## config.mk

```make
export PLATFORM = sky130hd
export DESIGN_NAME = sscr_div
export DESIGN_NICKNAME = d
export VERILOG_FILES = /design/src/rtl/core/sscr_pkg.sv /design/src/rtl/core/sscr_div.sv
export SDC_FILE = /design/constraint.sdc
export NUM_CORES = 1
export LEC_CHECK = 0
export ABC_AREA = 1
export BUFFER_PORTS_ARGS = -buffer_cell sky130_fd_sc_hd__buf_2
export CAP_MARGIN = 20
export CORE_MARGIN = 10
export CORE_UTILIZATION = 42
export CTS_CLUSTER_DIAMETER = 40
export DETAILED_ROUTE_END_ITERATION = 8
export GPL_TIMING_DRIVEN = 0
export PLACE_DENSITY = 0.61
export SLEW_MARGIN = 20
export SYNTH_ARGS = -nofsm -noshare
export SYNTH_HDL_FRONTEND = slang
export SYNTH_SLANG_ARGS = --single-unit
```

## constraint.sdc

```tcl
create_clock -name clk -period 6.9 [get_ports clk]
set_input_delay 0.69 -clock clk [delete_from_list [all_inputs] [get_ports clk]]
set_output_delay 0.69 -clock clk [all_outputs]
set_load 0.005 [all_outputs]
```

## src/rtl/core/sscr_pkg.sv

```systemverilog
// Shared types and constants for the scatter sub-cell rasterizer.
`timescale 1ns / 1ps
`default_nettype none
package sscr_pkg;

  localparam int COORD_W   = 32;
  localparam int IDX_W     = 13;
  localparam int MASK_W    = 6;
  localparam int CFG_IDX_W = 3;

  // Commands
  localparam logic CMD_PLOT = 1'b0;
  localparam logic CMD_READ = 1'b1;

  // Configuration register indexes
  typedef enum logic [CFG_IDX_W-1:0] {
    CFG_X_LOWER   = 3'd0,
    CFG_X_UPPER   = 3'd1,
    CFG_Y_LOWER   = 3'd2,
    CFG_Y_UPPER   = 3'd3,
    CFG_GRID_COLS = 3'd4,
    CFG_GRID_ROWS = 3'd5
  } cfg_idx_t;

  // Register reset values
  localparam logic [COORD_W-1:0] X_LOWER_RST = 32'h0000_0000;
  localparam logic [COORD_W-1:0] X_UPPER_RST = 32'h0001_0000;
  localparam logic [COORD_W-1:0] Y_LOWER_RST = 32'h0000_0000;
  localparam logic [COORD_W-1:0] Y_UPPER_RST = 32'h0001_0000;
  localparam int GRID_COLS_RST = 80;
  localparam int GRID_ROWS_RST = 24;

  typedef struct packed {
    logic                      command;
    logic signed [COORD_W-1:0] x_coord;
    logic signed [COORD_W-1:0] y_coord;
    logic [IDX_W-1:0]          cell_index;
  } in_t;

  typedef struct packed {
    logic [MASK_W-1:0] cell_mask;
    logic              in_range;
  } out_t;

endpackage
`default_nettype wire

```

## src/rtl/core/sscr_div.sv

```systemverilog
// Radix-2 restoring divider, one quotient bit per cycle, quotient known < 2**QW.
`timescale 1ns / 1ps
`default_nettype none
module sscr_div #(
  parameter int QW = 8
) (
  input  wire logic                                 clk,
  input  wire logic                                 rst_n,
  input  wire logic                                 start,
  input  wire logic [sscr_pkg::COORD_W+QW-1:0]      num,
  input  wire logic [sscr_pkg::COORD_W-1:0]         den,
  output logic                                      done,
  output logic      [QW-1:0]                        quo
);
  import sscr_pkg::*;

  localparam int CNT_W = $clog2(QW + 1);

  logic [COORD_W-1:0] rem_r;
  logic [COORD_W-1:0] den_r;
  logic [QW-1:0]      lo_r;
  logic [QW-1:0]      quo_r;
  logic [CNT_W-1:0]   cnt_r;
  logic               busy_r;
  logic               done_r;

  logic [COORD_W:0]   trial;
  logic [COORD_W:0]   diff;
  logic               ge;

  always_comb begin
    trial = {rem_r, lo_r[QW-1]};
    diff  = trial - {1'b0, den_r};
    ge    = (trial >= {1'b0, den_r});
  end

  always_ff @(posedge clk) begin
    if (!rst_n) begin
      busy_r <= 1'b0;
      done_r <= 1'b0;
      cnt_r  <= '0;
    end else begin
      // pulses on the last quotient bit
      done_r <= busy_r && !start && (cnt_r == CNT_W'(1));
      if (start) begin
        // top part of the numerator is already below the divisor
        rem_r  <= num[COORD_W+QW-1:QW];
        lo_r   <= num[QW-1:0];
        den_r  <= den;
        quo_r  <= '0;
        cnt_r  <= CNT_W'(QW);
        busy_r <= 1'b1;
      end else if (busy_r) begin
        rem_r <= ge ? diff[COORD_W-1:0] : trial[COORD_W-1:0];
        lo_r  <= lo_r << 1;
        quo_r <= QW'({quo_r, ge});
        cnt_r <= cnt_r - CNT_W'(1);
        if (cnt_r == CNT_W'(1)) begin
          busy_r <= 1'b0;
        end
      end
    end
  end

  assign done = done_r;
  assign quo  = quo_r;

endmodule
`default_nettype wire

```

==> out/qor.csv <==
stage,metric,value,unit
worst_setup_path,cp_cell_sequence,inv_1 > ha_1 > inv_1 > fa_1 > nand3_1 > nand3_1 > nand2_1 > nand2_1 > nand2_1 > nand2_1 > nand2_1 > nand2_1 > nand2_1 > nand3_1 > nand2_1 > nand2_1,
cells_and_area,stdcell_count,1187,
drt,drtIter0Drc,294,
global_route,grt_max_degree,33,
placement,port-buffer-count,82,
sta,finalWorstSetupSlack,4.29,ns
power,ir_drop,0.000170,V
global_route,grt_busiest_layer,met2,
drt,wl_per_cell,15.3,um
worst_setup_path,worstSetupPathType,reg -> reg,
synthesis,seq_area_frac_synth,0.398,
drt,drtPass1Iterations,5,
floorplanning,pin_count,84,
worst_setup_path,cp.required,7.01,ns
global_route,grt_pass1_wl,29.1,mm
worst_setup_path,r2r-end,rem_r[28],
worst_setup_path,crit_path_max_incr_delay,0.44,ns
synthesis,synth_ff_type,edfxtp_1,
cells_and_area,fin_nets,1108,
sta,relSlewSlack,0.490,
sta,fmax,383,MHz
cts,clk_pin_slew,0.07,ns
drt,ant_nets,0,
synthesis,avgSynthCellArea,7.02,um^2
global_route,grtUsageMet1,0.240,
floorplanning,rows,44,
worst_setup_path,cpMostUsedCell,nand2_1,
synthesis,synthTopCellsByCount,"nand2_1 (375), inv_1 (170), edfxtp_1 (80)",
global_route,grtUsageMet2,0.293,
cts,htreeDepth,3,
flow_run,cap_violations,0,
floorplanning,fp.dieW,143,um
worst_setup_path,start_kind,flop,
sta,setup_viol,0,
synthesis,synth_edf_count,80,
cts,clk_latency,0.36,ns
power,p_per_area,230,nW/um^2
synthesis,synth.top_cell.area_share,0.379,
floorplanning,die_area,20400,um^2
drt,routed_wl,18.2,mm
drt,vias,5660,
global_route,globalRoute.totalOverflow,0,
cts,cts_sinks,86,
placement,dp_cells,1171,
sta,skew,0.0144,ns
min_path,min_from,cnt_r[3],
synthesis,synthesis.area,6340,um^2
synthesis,synth.most_common_cell,nand2_1,
synthesis,ys_seq_elements,86,
sta,worstMarginPinSlew,0.764,ns
cells_and_area,syn_to_final_growth,16.1,%
cts,numCtsBuffers,9,
worst_setup_path,r2r_start,lo_r[7],
synthesis,synth_nets,1013,
floorplanning,die_h,143,um
placement,gp_congestion,0.951,
cts,ctsHoldBuffers,0,
min_path,min_path_type,reg -> reg,
cts,clockBufferDepth,2,
sta,fin_crit_sh,0.379,
drt,drc,0,
sta,period_needed,2.61,ns
global_route,antenna_found_initial,0,
worst_setup_path,reg2reg_depth,16,
global_route,grt_usage,0.183,
floorplanning,start_util,0.433,
worst_setup_path,cp.arrival,2.73,ns
sta,slew_viol_final,0,
synthesis,ys_warn_count,0,
global_route,grtUsageMet3,0.0488,
worst_setup_path,cp-end-kind,flop,
cells_and_area,insertedDiodeCount,0,
global_route,grt_pass1_vias,5701,
cts,cts_tree,built,
placement,pre_cts_ws,4.30,ns
power,finalPower,1.69,mW
cts,root_buffer,clkbuf_16,
worst_setup_path,reg2reg_setup_slack,4.29,ns
synthesis,yosysTopAreaCell,edfxtp_1,
worst_setup_path,path_max_fanout,4,
status,run_status,finished clean,
cells_and_area,layout-drive-gt1-share,0.124,
placement,hpwl,14.4,mm
cts,cts_setup_buffers,0,
synthesis,syn-instance-count,903,
sta,finalHoldViolCount,0,
drt,via_per_inst,4.77,
sta,fin_tns_setup,0,ns
floorplanning,core_area,14600,um^2
worst_setup_path,crit_path_top_delay_cell,fa_1,
sta,rsz0062_at_grt,false,
worst_setup_path,critPathLaunch,lo_r[7],
synthesis,ys_types,32,
synthesis,async_reset_ff_frac,0,
cts,post_cts_resized,0,
power,leakage,3.94,nW
worst_setup_path,endpoint,rem_r[28],
synthesis,synth.area.top_cells,"edfxtp_1 (38%), nand2_1 (22%), inv_1 (10%)",
-- how the worst min path moves through the flow --
stage	to	slack, ns	cells after the start
3_3_place_gp	cnt_r[3]	0.46	2
5_1_grt	den_r[4]	0.49	1
3_5_place_dp	cnt_r[3]	0.47	2
6_report	cnt_r[3]	0.49	2
2_1_floorplan	cnt_r[3]	0.44	2
4_1_cts	cnt_r[3]	0.48	2
-- cell families (layout without fill, tap and decap cells) --
logic type,after synthesis,count (layout),synth area share
and+or+nand+nor,554,554,0.371
buffers and inverters,188,288,0.118
DFF,86,86,0.398
adders and majority gates,35,35,0.0703
AOI/OAI and AO/OA,26,26,0.0233
xor gates and xnor gates,14,14,0.0194
-- sequential cells by signal, summed over array words and instances (netlist names) --
signal,cells
lo_r,8
done,1
den_r,32
quo,8
rem_r,32
busy_r,1
cnt_r,4
-- cell type report --
class | count | area [um^2]
fill | 1563 | 7290
multi-input combinational | 629 | 3080
sequential | 86 | 2520
inverter | 171 | 642
timing repair buffer | 84 | 465
clock buffer | 10 | 239
tap | 184 | 230
buffer | 17 | 108
clock inverter | 6 | 73.8
-- worst max-delay path: cells and delay by family (launching register included) --
family	cells	cell delay, ns
buf+inv	2	0.16
simple gates	12	1.28
fa+ha+maj	2	0.58
flops	1	0.35
-- cells in the final DEF, fill, tap and decap left out, drive strengths merged, types with 2 or more instances in the layout --
master	instances
edfxtp	80
nand3b	25
nor2	64
and2	2
xnor2	14
ha	34
clkbuf	17
nor3	5
nand4	10
nand2	381
nand3	66
clkinv	2
o21ai	2
a21oi	18
dfxtp	6
o21a	2
buf	94
inv	174
-- per-stage QoR --
| stage | area (um^2) | hold slack [ns] | util |
|---|---|---|---|
| after global placement | 6980 | 0.460 | 0.476 |
| after detailed placement | 7040 | 0.471 | 0.481 |
| final | 7360 | 0.486 | 0.502 |
| after floorplan | 6340 | 0.445 | - |
| after CTS | 7360 | 0.482 | 0.502 |
| after global routing | 7360 | 0.490 | 0.502 |
-- layer usage --
metal	wire length [um]	vias up
met5	0	-
met4	270	0
met3	1130	16
met2	8140	143
met1	8650	2512
li1	-	2989
-- where the power goes --
| group | internal [mW] | switching (mW) | leakage [nW] |
|---|---|---|---|
| registers | 0.624 | 0.0170 | 0.811 |
| clock network | 0.297 | 0.233 | 0.154 |
| logic | 0.192 | 0.331 | 2.97 |
Power figures use the tool's default switching activity.
